===== src/whole_word_replacer_top_defines.svh =====
// Assertion macros for the whole word replacer RTL.
// Included by modules that carry concurrent checks; no other dependencies.
`ifndef WHOLE_WORD_REPLACER_TOP_DEFINES_SVH
`define WHOLE_WORD_REPLACER_TOP_DEFINES_SVH

`ifndef SYNTHESIS
`define WWR_ASSERT_IMPLY(name, clk, rst_n, ante, cons) \
    name: assert property (@(posedge clk) disable iff (!rst_n) (ante) |-> (cons)) \
        else $error("wwr assertion failed");
`define WWR_ASSERT_NEXT(name, clk, rst_n, ante, cons) \
    name: assert property (@(posedge clk) disable iff (!rst_n) (ante) |=> (cons)) \
        else $error("wwr assertion failed");
`else
`define WWR_ASSERT_IMPLY(name, clk, rst_n, ante, cons)
`define WWR_ASSERT_NEXT(name, clk, rst_n, ante, cons)
`endif

`endif


===== src/wwr_pkg.sv =====
// Package for the whole word replacer: widths, register indexes, config struct.
// No dependencies; imported by every module of the block.
`timescale 1ns / 1ps

package wwr_pkg;

    localparam int unsigned MAX_WORD_DEF = 8;
    localparam int unsigned CHAR_W       = 8;
    localparam int unsigned WORD_W       = 64;
    localparam int unsigned LEN_W        = 4;
    localparam int unsigned CFG_IDX_W    = 2;

    localparam logic [CHAR_W-1:0] SPACE_CHAR = 8'd32;

    typedef enum logic [CFG_IDX_W-1:0] {
        CFG_TARGET_WORD = 2'd0,
        CFG_TARGET_LEN  = 2'd1,
        CFG_REPL_WORD   = 2'd2,
        CFG_REPL_LEN    = 2'd3
    } t_cfg_idx;

    typedef struct packed {
        logic [WORD_W-1:0] target_word;
        logic [LEN_W-1:0]  target_len;
        logic [WORD_W-1:0] replacement_word;
        logic [LEN_W-1:0]  replacement_len;
    } t_cfg;

    // zero counts as one, anything above the limit as the limit
    function automatic logic [LEN_W-1:0] clamp_len(input logic [LEN_W-1:0] v,
                                                   input logic [LEN_W-1:0] max_len);
        logic [LEN_W-1:0] r;
        if (v == '0) begin
            r = LEN_W'(1);
        end else if (v > max_len) begin
            r = max_len;
        end else begin
            r = v;
        end
        return r;
    endfunction

endpackage


===== src/wwr_cfg.sv =====
// Configuration registers of the whole word replacer.
// Depends on wwr_pkg.
`timescale 1ns / 1ps

module wwr_cfg import wwr_pkg::*; (
    input  logic                 i_clk,
    input  logic                 i_rst_n,
    input  logic                 i_cfg_we,
    input  logic [CFG_IDX_W-1:0] i_cfg_idx,
    input  logic [WORD_W-1:0]    i_cfg_data,
    output t_cfg                 o_cfg
);

    t_cfg r_cfg;

    always_ff @(posedge i_clk) begin
        if (!i_rst_n) begin
            r_cfg.target_word      <= '0;
            r_cfg.target_len       <= LEN_W'(1);
            r_cfg.replacement_word <= '0;
            r_cfg.replacement_len  <= LEN_W'(1);
        end else if (i_cfg_we) begin
            case (t_cfg_idx'(i_cfg_idx))
                CFG_TARGET_WORD: r_cfg.target_word      <= i_cfg_data;
                CFG_TARGET_LEN:  r_cfg.target_len       <= i_cfg_data[LEN_W-1:0];
                CFG_REPL_WORD:   r_cfg.replacement_word <= i_cfg_data;
                CFG_REPL_LEN:    r_cfg.replacement_len  <= i_cfg_data[LEN_W-1:0];
                default: ;
            endcase
        end
    end

    assign o_cfg = r_cfg;

endmodule


===== src/wwr_match.sv =====
// Input register, candidate word tracking and output run builder.
// Depends on wwr_pkg; feeds wwr_run.
`timescale 1ns / 1ps

module wwr_match import wwr_pkg::*; #(
    parameter int unsigned MAX_WORD = MAX_WORD_DEF,
    localparam int unsigned RunW    = $clog2(MAX_WORD + 2)
) (
    input  logic                           i_clk,
    input  logic                           i_rst_n,
    input  t_cfg                           i_cfg,
    input  logic                           i_s_tvalid,
    output logic                           o_s_tready,
    input  logic [CHAR_W-1:0]              i_s_char,
    input  logic                           i_s_last,
    input  logic                           i_run_free,
    output logic                           o_load,
    output logic [MAX_WORD:0][CHAR_W-1:0]  o_load_chars,
    output logic [RunW-1:0]                o_load_len,
    output logic                           o_load_line
);

    localparam int unsigned CntW = $clog2(MAX_WORD + 1);
    localparam int unsigned IdxW = (MAX_WORD > 1) ? $clog2(MAX_WORD) : 1;

    logic                              r_in_valid;
    logic [CHAR_W-1:0]                 r_in_char;
    logic                              r_in_last;
    logic [MAX_WORD-1:0][CHAR_W-1:0]   r_held;
    logic [CntW-1:0]                   r_hc;
    logic                              r_pt;
    logic [CntW-1:0]                   n_hc;
    logic                              n_pt;

    logic                              proc;
    logic                              is_space;
    logic [CntW-1:0]                   tl;
    logic [CntW-1:0]                   rl;
    logic [CntW-1:0]                   hc_inc;
    logic [IdxW-1:0]                   hc_idx;
    logic [CHAR_W-1:0]                 want;
    logic                              hit;
    logic                              quiet;
    logic                              use_rep;
    logic                              has_tail;
    logic [CntW-1:0]                   plen;

    assign proc       = r_in_valid & i_run_free;
    assign o_s_tready = ~r_in_valid | i_run_free;

    always_ff @(posedge i_clk) begin
        if (!i_rst_n) begin
            r_in_valid <= 1'b0;
        end else if (i_s_tvalid && o_s_tready) begin
            r_in_valid <= 1'b1;
        end else if (proc) begin
            r_in_valid <= 1'b0;
        end
    end

    always_ff @(posedge i_clk) begin
        if (i_s_tvalid && o_s_tready) begin
            r_in_char <= i_s_char;
            r_in_last <= i_s_last;
        end
    end

    assign tl       = CntW'(clamp_len(i_cfg.target_len, LEN_W'(MAX_WORD)));
    assign rl       = CntW'(clamp_len(i_cfg.replacement_len, LEN_W'(MAX_WORD)));
    assign is_space = (r_in_char == SPACE_CHAR);
    assign hc_inc   = r_hc + CntW'(1);
    assign hc_idx   = r_hc[IdxW-1:0];
    assign want     = CHAR_W'(i_cfg.target_word >> {hc_idx, 3'b000});
    assign hit      = ~is_space & ~r_pt & (r_hc < tl) & (r_in_char == want);
    // a matching character mid-sentence is only held back
    assign quiet    = hit & ~r_in_last;
    assign use_rep  = is_space ? (~r_pt & (r_hc == tl)) : (hit & r_in_last & (hc_inc == tl));
    assign plen     = quiet ? '0 : (use_rep ? rl : r_hc);
    assign has_tail = ~quiet & (is_space | ~use_rep);

    always_comb begin
        for (int i = 0; i <= MAX_WORD; i++) begin
            o_load_chars[i] = r_in_char;
            if (i < MAX_WORD) begin
                if (CntW'(i) < plen) begin
                    o_load_chars[i] = use_rep ? i_cfg.replacement_word[CHAR_W*i +: CHAR_W]
                                              : r_held[i];
                end
            end
        end
    end

    assign o_load_len  = RunW'(plen) + RunW'(has_tail);
    assign o_load      = proc & (o_load_len != '0);
    assign o_load_line = r_in_last;

    always_comb begin
        n_hc = r_hc;
        n_pt = r_pt;
        if (is_space || r_in_last) begin
            n_hc = '0;
            n_pt = 1'b0;
        end else if (!r_pt) begin
            if (hit) begin
                n_hc = hc_inc;
            end else begin
                n_hc = '0;
                n_pt = 1'b1;
            end
        end
    end

    always_ff @(posedge i_clk) begin
        if (!i_rst_n) begin
            r_hc <= '0;
            r_pt <= 1'b0;
        end else if (proc) begin
            r_hc <= n_hc;
            r_pt <= n_pt;
        end
    end

    always_ff @(posedge i_clk) begin
        if (proc && quiet) begin
            r_held[hc_idx] <= r_in_char;
        end
    end

endmodule


===== src/wwr_run.sv =====
// Result run buffer: holds one run of characters and shifts it out.
// Depends on wwr_pkg and whole_word_replacer_top_defines.svh.
`timescale 1ns / 1ps
`include "whole_word_replacer_top_defines.svh"

module wwr_run import wwr_pkg::*; #(
    parameter int unsigned MAX_WORD = MAX_WORD_DEF,
    localparam int unsigned RunW    = $clog2(MAX_WORD + 2)
) (
    input  logic                           i_clk,
    input  logic                           i_rst_n,
    input  logic                           i_load,
    input  logic [MAX_WORD:0][CHAR_W-1:0]  i_load_chars,
    input  logic [RunW-1:0]                i_load_len,
    input  logic                           i_load_line,
    output logic                           o_free,
    output logic                           o_m_tvalid,
    input  logic                           i_m_tready,
    output logic [CHAR_W-1:0]              o_m_char,
    output logic                           o_m_last,
    output logic                           o_m_line
);

    logic [MAX_WORD:0][CHAR_W-1:0] r_run;
    logic [RunW-1:0]               r_rem;
    logic                          r_line;
    logic                          take;

    assign take   = (r_rem != '0) & i_m_tready;
    assign o_free = (r_rem == '0) | ((r_rem == RunW'(1)) & i_m_tready);

    always_ff @(posedge i_clk) begin
        if (!i_rst_n) begin
            r_rem  <= '0;
            r_line <= 1'b0;
        end else if (i_load) begin
            r_rem  <= i_load_len;
            r_line <= i_load_line;
        end else if (take) begin
            r_rem  <= r_rem - RunW'(1);
        end
    end

    always_ff @(posedge i_clk) begin
        if (i_load) begin
            r_run <= i_load_chars;
        end else if (take) begin
            for (int i = 0; i < MAX_WORD; i++) begin
                r_run[i] <= r_run[i+1];
            end
        end
    end

    assign o_m_tvalid = (r_rem != '0);
    assign o_m_char   = r_run[0];
    assign o_m_last   = (r_rem == RunW'(1));
    assign o_m_line   = r_line & (r_rem == RunW'(1));

    `WWR_ASSERT_IMPLY(a_load_free, i_clk, i_rst_n, i_load, o_free)
    `WWR_ASSERT_NEXT(a_load_len, i_clk, i_rst_n, i_load, r_rem == $past(i_load_len))
    `WWR_ASSERT_IMPLY(a_rem_bound, i_clk, i_rst_n, 1'b1, r_rem <= RunW'(MAX_WORD + 1))
    `WWR_ASSERT_NEXT(a_drain, i_clk, i_rst_n, take && !i_load, r_rem == $past(r_rem) - RunW'(1))

endmodule


===== src/whole_word_replacer_top.sv =====
// Top level of the whole word replacer: config registers, matcher, run buffer.
// Depends on wwr_pkg, wwr_cfg, wwr_match and wwr_run.
//
// Usage: characters enter on the s_axis channel (tdata = character,
// tlast = final character of the sentence). Rewritten characters leave on
// m_axis, one per transaction: tlast marks the last character caused by an
// input character, tuser[0] the final character of the rewritten sentence.
// Registers are written through i_cfg_we / i_cfg_idx / i_cfg_data while idle.
// The first result passes through the input register and the run buffer
// before it is offered. Throughput: one character per cycle while m_axis
// is ready and each input yields at most one result; an input that yields
// a run of results (a flush or a replacement at a word end) holds the input
// until its last result is taken from the single run buffer, which shifts
// out one character per cycle while m_axis is ready. Held characters yield
// nothing. Reset clears the input register, run buffer and word state and
// sets both lengths to one. When m_axis stalls, the run buffer holds, one
// further input is kept in the input register and s_axis_tready then drops.
`timescale 1ns / 1ps

module whole_word_replacer_top import wwr_pkg::*; #(
    parameter int unsigned MAX_WORD = MAX_WORD_DEF
) (
    input  logic                 i_clk,
    input  logic                 i_rst_n,
    input  logic                 i_cfg_we,
    input  logic [CFG_IDX_W-1:0] i_cfg_idx,
    input  logic [WORD_W-1:0]    i_cfg_data,
    input  logic                 s_axis_tvalid,
    output logic                 s_axis_tready,
    input  logic [7:0]           s_axis_tdata,  // [7:0] in_char
    input  logic                 s_axis_tlast,
    output logic                 m_axis_tvalid,
    input  logic                 m_axis_tready,
    output logic [7:0]           m_axis_tdata,  // [7:0] out_char
    output logic                 m_axis_tlast,
    output logic [0:0]           m_axis_tuser   // [0] line_done
);

    localparam int unsigned RunW = $clog2(MAX_WORD + 2);

    t_cfg                          cfg;
    logic                          run_free;
    logic                          load;
    logic [MAX_WORD:0][CHAR_W-1:0] load_chars;
    logic [RunW-1:0]               load_len;
    logic                          load_line;
    logic                          m_line;

    wwr_cfg u_cfg (
        .i_clk      (i_clk),
        .i_rst_n    (i_rst_n),
        .i_cfg_we   (i_cfg_we),
        .i_cfg_idx  (i_cfg_idx),
        .i_cfg_data (i_cfg_data),
        .o_cfg      (cfg)
    );

    wwr_match #(.MAX_WORD(MAX_WORD)) u_match (
        .i_clk        (i_clk),
        .i_rst_n      (i_rst_n),
        .i_cfg        (cfg),
        .i_s_tvalid   (s_axis_tvalid),
        .o_s_tready   (s_axis_tready),
        .i_s_char     (s_axis_tdata),
        .i_s_last     (s_axis_tlast),
        .i_run_free   (run_free),
        .o_load       (load),
        .o_load_chars (load_chars),
        .o_load_len   (load_len),
        .o_load_line  (load_line)
    );

    wwr_run #(.MAX_WORD(MAX_WORD)) u_run (
        .i_clk        (i_clk),
        .i_rst_n      (i_rst_n),
        .i_load       (load),
        .i_load_chars (load_chars),
        .i_load_len   (load_len),
        .i_load_line  (load_line),
        .o_free       (run_free),
        .o_m_tvalid   (m_axis_tvalid),
        .i_m_tready   (m_axis_tready),
        .o_m_char     (m_axis_tdata),
        .o_m_last     (m_axis_tlast),
        .o_m_line     (m_line)
    );

    assign m_axis_tuser = m_line;

endmodule


===== config.mk =====
export PLATFORM = sky130hd
export DESIGN_NAME = whole_word_replacer_top
export DESIGN_NICKNAME = d
export VERILOG_FILES = /design/src/wwr_pkg.sv /design/src/wwr_cfg.sv /design/src/wwr_match.sv /design/src/wwr_run.sv /design/src/whole_word_replacer_top.sv
export VERILOG_INCLUDE_DIRS = /design/src /design/src/src
export SDC_FILE = /design/constraint.sdc
export NUM_CORES = 1
export LEC_CHECK = 0
export ABC_AREA = 1
export BUFFER_PORTS_ARGS = -buffer_cell sky130_fd_sc_hd__buf_2
export CORE_AREA = 2 2 213 215
export CTS_CLUSTER_SIZE = 20
export DETAILED_ROUTE_END_ITERATION = 6
export DIE_AREA = 0 0 215 217
export GPL_ROUTABILITY_DRIVEN = 0
export HOLD_SLACK_MARGIN = 0.06
export SETUP_SLACK_MARGIN = 0.1
export SLEW_MARGIN = 15
export SYNTH_ARGS = -nofsm -noshare
export SYNTH_HDL_FRONTEND = slang
export SYNTH_SLANG_ARGS = --single-unit

===== constraint.sdc =====
create_clock -name i_clk -period 7.3 [get_ports i_clk]
set_input_delay 0.365 -clock i_clk [delete_from_list [all_inputs] [get_ports i_clk]]
set_output_delay 0.365 -clock i_clk [all_outputs]
set_load 0.01 [all_outputs]

## Yosys cells after proc, flatten, opt, wreduce, memory -nomap -nowiden

Cells that the tools add are included.

| word-level totals | value |
|---|---|
| register bits after elaboration | 292 |
| bits in latches | 0 |
| RAM bits | 0 |
| memory bits (read-only) | 0 |
| output and inout port bits | 12 |
| memories | 0 |

| operators by class | value |
|---|---|
| add/sub/neg operators | 3 |
| multipliers | 0 |
| div/mod/pow operators | 0 |
| order comparisons | 13 |
| eq/ne operators | 9 |
| shift operators | 1 |
| mux-type cells | 38 |
| bitwise gates (word level) | 22 |
| reductions and logical operators | 17 |

Operator list:

| kind | count |
|---|---|
| 2-to-1 mux 8 bit | 17 |
| 2-to-1 mux 64 bit | 2 |
| bitwise mux 64 bit | 1 |
| >> shifter 64 x 6 -> 8 bit | 1 |
| 2-to-1 mux 4 bit | 11 |
| demux 8 bit (select 3 bit) | 1 |
| less-than comparator 3 x 4 -> 1 bit (first input constant) | 4 |
| AND 1 bit | 13 |
| logical NOT 4 bit | 3 |
| AND reduction 2 bit | 5 |
| == test 4 bit | 2 |
| == test 8 x 6 -> 1 bit (second input constant) | 1 |
| == test 8 bit | 1 |
| greater-than comparator 4 bit (second input constant) | 2 |
| less-than comparator 1 x 4 -> 1 bit (first input constant) | 2 |
| less-than comparator 2 x 4 -> 1 bit (first input constant) | 2 |
| nonzero test 4 bit | 2 |
| 2-to-1 mux 1 bit | 6 |
| NOT 1 bit | 6 |
| adder 4 x 1 -> 4 bit | 1 |
| adder 4 x 1 -> 4 bit (second input constant) | 1 |
| == test 2 bit (second input constant) | 2 |
| == test 4 x 1 -> 1 bit (second input constant) | 1 |
| less-than comparator 3 x 4 -> 1 bit (second input constant) | 1 |
| 10 further kinds | 15 |

## Logic depth before layout (Yosys ltp)

| logic depth | value |
|---|---|
| depth in word-level cells | 16 |
| depth in mapped cells | 33 |
| mapped depth without buffers | 31 |

## Modules after synthesis

A second synthesis with hierarchy kept.

| second synthesis, totals | value |
|---|---|
| cells, all modules | 1,979 |
| area, all modules | 14,641.5 um^2 |

By module, submodules not included:

| module | instances | cells each | area each (um^2) |
|---|---|---|---|
| wwr_cfg | 1 | 876 | 5,856.9 |
| wwr_match | 1 | 772 | 5,417.7 |
| wwr_run | 1 | 331 | 3,367.0 |

## Least setup slack after synthesis

Ideal clock, no wire load.

| path | value |
|---|---|
| kind | reg2reg |
| start point | register u_cfg.r_cfg, in the netlist u_cfg.o_cfg[71] |
| end point | register u_run.r_run, in the netlist u_run.o_m_char[0] (enable) |
| library setup time | 701 ps |
| arrival | 4,019 ps |
| setup slack | 2,580 ps |
| stages on the path, launching flop included | 28 |
| buffers on the path | 1 |
| clock period less this slack | 4,720 ps |
| cell sequence | dfxtp_1 > nor2_1 > inv_1 > ha_1 > inv_1 > nor2_1 > nor2_1 > nor2_1 > nor2_1 > nand2_1 > nor2_1 > nand2_1 > nor2_1 > nand3_2 > nand2_4 > nand2_2 > o22ai_1 > inv_2 > nor2_4 > ha_1 > ha_1 > nor2_1 > inv_1 > nor2_1 > nand3_2 > nand2_2 > buf_6 > nand2_1 |

| between the ends | value |
|---|---|
| word-level cells in the longest chain between the ends | 16 |

RTL lines:

| what | RTL line | text |
|---|---|---|
| start, declared | wwr_cfg.sv:14 | `t_cfg r_cfg;` |
| greater-than comparator 4 bit | wwr_pkg.sv:35 | `end else if (v > max_len) begin` |
| 2-to-1 mux 4 bit | wwr_pkg.sv:35 |  |
| 2-to-1 mux 4 bit * | wwr_pkg.sv:33 | `if (v == '0) begin` |
| less-than comparator 4 bit | wwr_match.sv:74 | `assign hit = ~is_space & ~r_pt & (r_hc < tl) & (r_in_char == want);` |
| AND 1 bit (2 in a row) | wwr_match.sv:74 |  |
| AND 1 bit (2 in a row) | wwr_match.sv:77 | `assign use_rep = is_space ? (~r_pt & (r_hc == tl)) : (hit & r_in_last & (hc_inc == tl));` |
| 2-to-1 mux 1 bit | wwr_match.sv:77 |  |
| NOT 1 bit | wwr_match.sv:79 | `assign has_tail = ~quiet & (is_space \| ~use_rep);` |
| OR 1 bit | wwr_match.sv:79 |  |
| AND 1 bit | wwr_match.sv:79 |  |
| adder 4 x 1 -> 4 bit * | wwr_match.sv:93 | `assign o_load_len = RunW'(plen) + RunW'(has_tail);` |
| nonzero test 4 bit * | wwr_match.sv:94 | `assign o_load = proc & (o_load_len != '0);` |
| AND 1 bit * | wwr_match.sv:94 |  |
| nonzero test 2 bit (no source line) * | -- |  |
| end signal, assigned | wwr_run.sv:46 | `r_run <= i_load_chars;` |
| end signal, assigned by index | wwr_run.sv:49 | `r_run[i] <= r_run[i+1];` |
| end, declared | wwr_run.sv:24 | `logic [MAX_WORD:0][CHAR_W-1:0] r_run;` |

Every way passes the cells marked *; elsewhere a longest branch is shown, timed or not.
A chain may end at the register's enable or synchronous reset.

## Worst setup path after layout

| path | value |
|---|---|
| start point | register u_match.r_hc[1] |
| end point | register u_run.r_run[50] in the netlist's numbering (enable) |

| between the ends | value |
|---|---|
| word-level cells in the longest chain between the ends | 13 |

RTL lines:

| what | RTL line | text |
|---|---|---|
| start, declared | wwr_match.sv:30 | `logic [CntW-1:0] r_hc;` |
| start signal, assigned | wwr_match.sv:118 | `r_hc <= n_hc;` |
| >> shifter 64 x 6 -> 8 bit / less-than comparator 4 bit (equally long branches) | wwr_match.sv:73, wwr_match.sv:74 |  |
| == test 8 bit / AND 1 bit (equally long branches) | wwr_match.sv:74 |  |
| AND 1 bit | wwr_match.sv:74 |  |
| AND 1 bit (2 in a row) | wwr_match.sv:77 |  |
| 2-to-1 mux 1 bit | wwr_match.sv:77 |  |
| NOT 1 bit | wwr_match.sv:79 |  |
| OR 1 bit | wwr_match.sv:79 |  |
| AND 1 bit | wwr_match.sv:79 |  |
| adder 4 x 1 -> 4 bit * | wwr_match.sv:93 |  |
| nonzero test 4 bit * | wwr_match.sv:94 |  |
| AND 1 bit * | wwr_match.sv:94 |  |
| nonzero test 2 bit (no source line) * | -- |  |

Marked as above.

==> key figures <==
Outcome
  – Status: finished, violations left
  – Failing checks: design-rule violations

Cells and area
  – P&R area growth vs syn: 19.44%
  – Most frequent cells in the layout: nand2_1 (369), nor2_1 (295), o21ai_0 (179)
  – Nets: 1762
  – Layout cells sized above 1: 0.1249
  – Commonest non-fill, non-tap cell in the layout: nand2_1
  – Core Util, Final: 0.3517
  – Final instance area: about 16000 um2
  – Ant diodes: 0

Worst setup path
  – Top cell by count, worst path: nand2_1
  – Crit start category: register
  – Setup CP Type: register to register
  – Worst path cell trace: inv_2 > nor2_4 > nand3_1 > nand2_1 > nor2_1 > nand2_1 > nand2_1 > nor2_1 > nand2_1 > nor2_1 > nand3_2 > nand2_4 > buf_4 > inv_2 > nand2_2 > nand3_4 > inv_4 > nand2_1 > nand3_2 > nand2_2 > nand2_2 > buf_4
  – CP Data Required Time: around 7.6 ns
  – Crit-path max FO: 60
  – Worst EP arrival: 5.51 ns
  – Critical Path Slowest Stage Cell: nand2_2
  – Worst reg-to-reg path cell count: 22
  – CP max stage delay: 0.84 ns
  – Worst Setup End Kind: register

GRT
  – Initial antenna violation count: 1
  – Total gr overflow: 0
  – First-pass GRT wire length: ~61000 um
  – Largest net degree at the start of global routing: 91
  – Vias in the first global route: about 11k
  – GRT Total Usage: 0.1681

Synthesis
  – Synth cell types: 37
  – Syn. warnings: 0
  – Synthesized flop and latch total: 292
  – Top FF cell, synth: dfxtp_1
  – Post-synth ARST share: 0
  – Avg Cell Area, Syn: approximately 8.4 um2
  – Top cell type by total area after synthesis: edfxtp_1
  – Number of flops mapped to enable cells by yosys: between 100 and 150
  – Post-synth net total: 1656
  – Largest cells by area after synthesis: edfxtp_1 (33%), dfxtp_1 (22%), nand2_1 (11%)
  – Share of the synthesized area in the top cell type: 0.3308
  – Post-Syn Instances: 1567
  – Netlist Area Pre-Place: 13160 um2
  – Register area share after synthesis: 0.5544

Die
  – DIE AREA: approximately 47000 um2
  – Die height: 217 um
  – Die W: roughly 220 um
  – Placement Rows: 78
  – Starting density of the core: 0.2945
  – Core region area: roughly 45000 um2
  – # IOs: 92

Drt
  – DRC viols: 3
  – Vias per cell: 4.816
  – Detailed Route WL: a little under 40000 um
  – Routed Antenna Nets: 0
  – Vias: 11.06k
  – Pre-Repair DR Iteration Count: 7
  – WL/cell: 17.26 um
  – Drt first-iter violations: roughly 1.1k

Timing
  – RSZ-0062 raised after global routing: no
  – Endpoints failing setup: 0
  – Worst Tran Pin Value: 1.100 ns
  – Sum Neg Setup Slack: 0 ns
  – Crit share post-route: 0.7190
  – Worst slew margin: 0.2669
  – Slew Limit Fails: 0
  – Final Hold Viols: 0
  – Crit path time final: 5.249 ns
  – Min Hold Slack: 0.07439 ns
  – Max frequency: approximately 190 MHz
  – Clock Skews: between 0.01 and 0.015 ns

Clocking
  – Register clock-pin slew on the reported worst setup and hold paths: 0.07 ns
  – Post-CTS Setup Bufs: 0
  – Clock latency on the worst-skew pair: 0.58 ns
  – Clock Sinks: 292
  – CTS tree: yes
  – CTS buffer count: 30
  – CTS Root Cell: clkbuf_16
  – H-tree depth: 1
  – CTS max path bufs: 3

Place
  – HPWL after DPL: 27440 um
  – Post-DP Area: 14050 um2
  – Port Buffer Count: 91

Min path
  – Min-delay worst type: input pin to register
  – Hold depth: 3

Power
  – Max VDD drop: roughly 0.16 mV
  – Pwr Density: 302.9 nW/um2
  – Tot Pwr: 4762 uW
  – Lkg Pwr: ~0.0066 uW

Run
  – Max_cap viols: 0
==> synthesized netlist by cell type, types with 2 or more instances <==
| cell | instances |
|---|---|
| nand2_4 | 2 |
| edfxtp_1 | 145 |
| buf_6 | 10 |
| nor4_1 | 7 |
| nand3_2 | 6 |
| nor3_1 | 6 |
| xor2_1 | 5 |
| ha_1 | 9 |
| buf_1 | 2 |
| nor2_1 | 296 |
| inv_2 | 9 |
| mux2i_1 | 8 |
| a21oi_1 | 45 |
| nand2_2 | 8 |
| nor2_2 | 3 |
| o21ai_1 | 8 |
| clkbuf_1 | 54 |
| inv_1 | 76 |
| dfxtp_1 | 147 |
| nand3_1 | 60 |
| clkbuf_2 | 2 |
| buf_2 | 21 |
| inv_4 | 2 |
| o211ai_1 | 56 |
| buf_4 | 14 |
| o21ai_0 | 179 |
| nor2_4 | 5 |
| nand4_1 | 3 |
| nand2_1 | 370 |
| or2_2 | 2 |
==> per-layer routing <==
layer,GRT usage,vias up,wire (um)
met3,0.02362,82,2360
met5,0,-,0
met1,0.2304,5227,17770
met2,0.2693,362,17940
li1,-,5391,-
met4,0.06506,0,1581
==> cells by family after synthesis <==
logic type | after synthesis | share of synthesized area
compound gates | 290 | 0.1212
xor+xnor | 6 | 0.003993
fa+ha+maj | 9 | 0.008556
buf+inv | 190 | 0.06645
flops | 292 | 0.5544
mux | 8 | 0.006084
simple gates | 772 | 0.2393
==> timing repair <==
item | CTS | global route
hold endpoints to repair | 78 | 0
resized for setup | 0 | 0
hold buffers | 58 | 0
==> through the flow <==
stage / std cells / setup slack, ns
6_report: 2297 / 2.052
5_1_grt: 2297 / 1.483
4_1_cts: 2297 / 2.028
3_5_place_dp: 2183 / 2.045
3_3_place_gp: 2183 / 2.181
2_1_floorplan: 1567 / 2.580
==> state kept, by name (all words and copies together) (netlist names), 4 cells and up <==
| signal | cells |
|---|---|
| u_run.o_m_char | 8 |
| u_match.r_in_char | 8 |
| u_match.r_held | 64 |
| u_run.r_rem | 4 |
| u_cfg.o_cfg | 136 |
| u_match.r_hc | 4 |
| u_run.r_run | 64 |
==> path summary, 6_finish.rpt <==
kind	to	slack [ns]	start
min reg2reg	u_cfg.o_cfg[85]$_SDFFE_PN0P_	0.46	u_cfg.o_cfg[85]$_SDFFE_PN0P_
max	u_run.r_run[50]$_DFFE_PP_	2.05	u_match.r_hc[1]$_SDFFE_PN0P_
max reg2reg	u_run.r_run[50]$_DFFE_PP_	2.05	u_match.r_hc[1]$_SDFFE_PN0P_
min	u_cfg.o_cfg[103]$_SDFFE_PN0P_	0.07	i_cfg_data[31]
==> critical path: cells and delay by family (launching register included) <==
kind	cells	cell delay, ns
and+or+nand+nor	17	2.65
buffers and inverters	5	1.45
DFF	1	0.76
==> where the power goes <==
part / switching [uW] / internal, uW / leakage, uW / total [uW]
Clock: 665 / 993 / 0.000541 / 1660
Sequential: 107 / 2130 / 0.00255 / 2240
Combinational: 591 / 277 / 0.00346 / 868
Total: 1360 / 3400 / 0.00655 / 4760
==> area by class of cell <==
| type | instances | area [um2] |
|---|---|---|
| fillers | 4718 | 28980 |
| flip-flops and latches | 292 | 7297 |
| multi-input cells | 1085 | 5005 |
| repair buffers | 177 | 1249 |
| clock buffers | 47 | 974.7 |
| well taps | 600 | 750.7 |
| inverters | 87 | 331.6 |
| clock inverters | 9 | 112.6 |
Note: power is estimated with default switching activity, not from simulation.
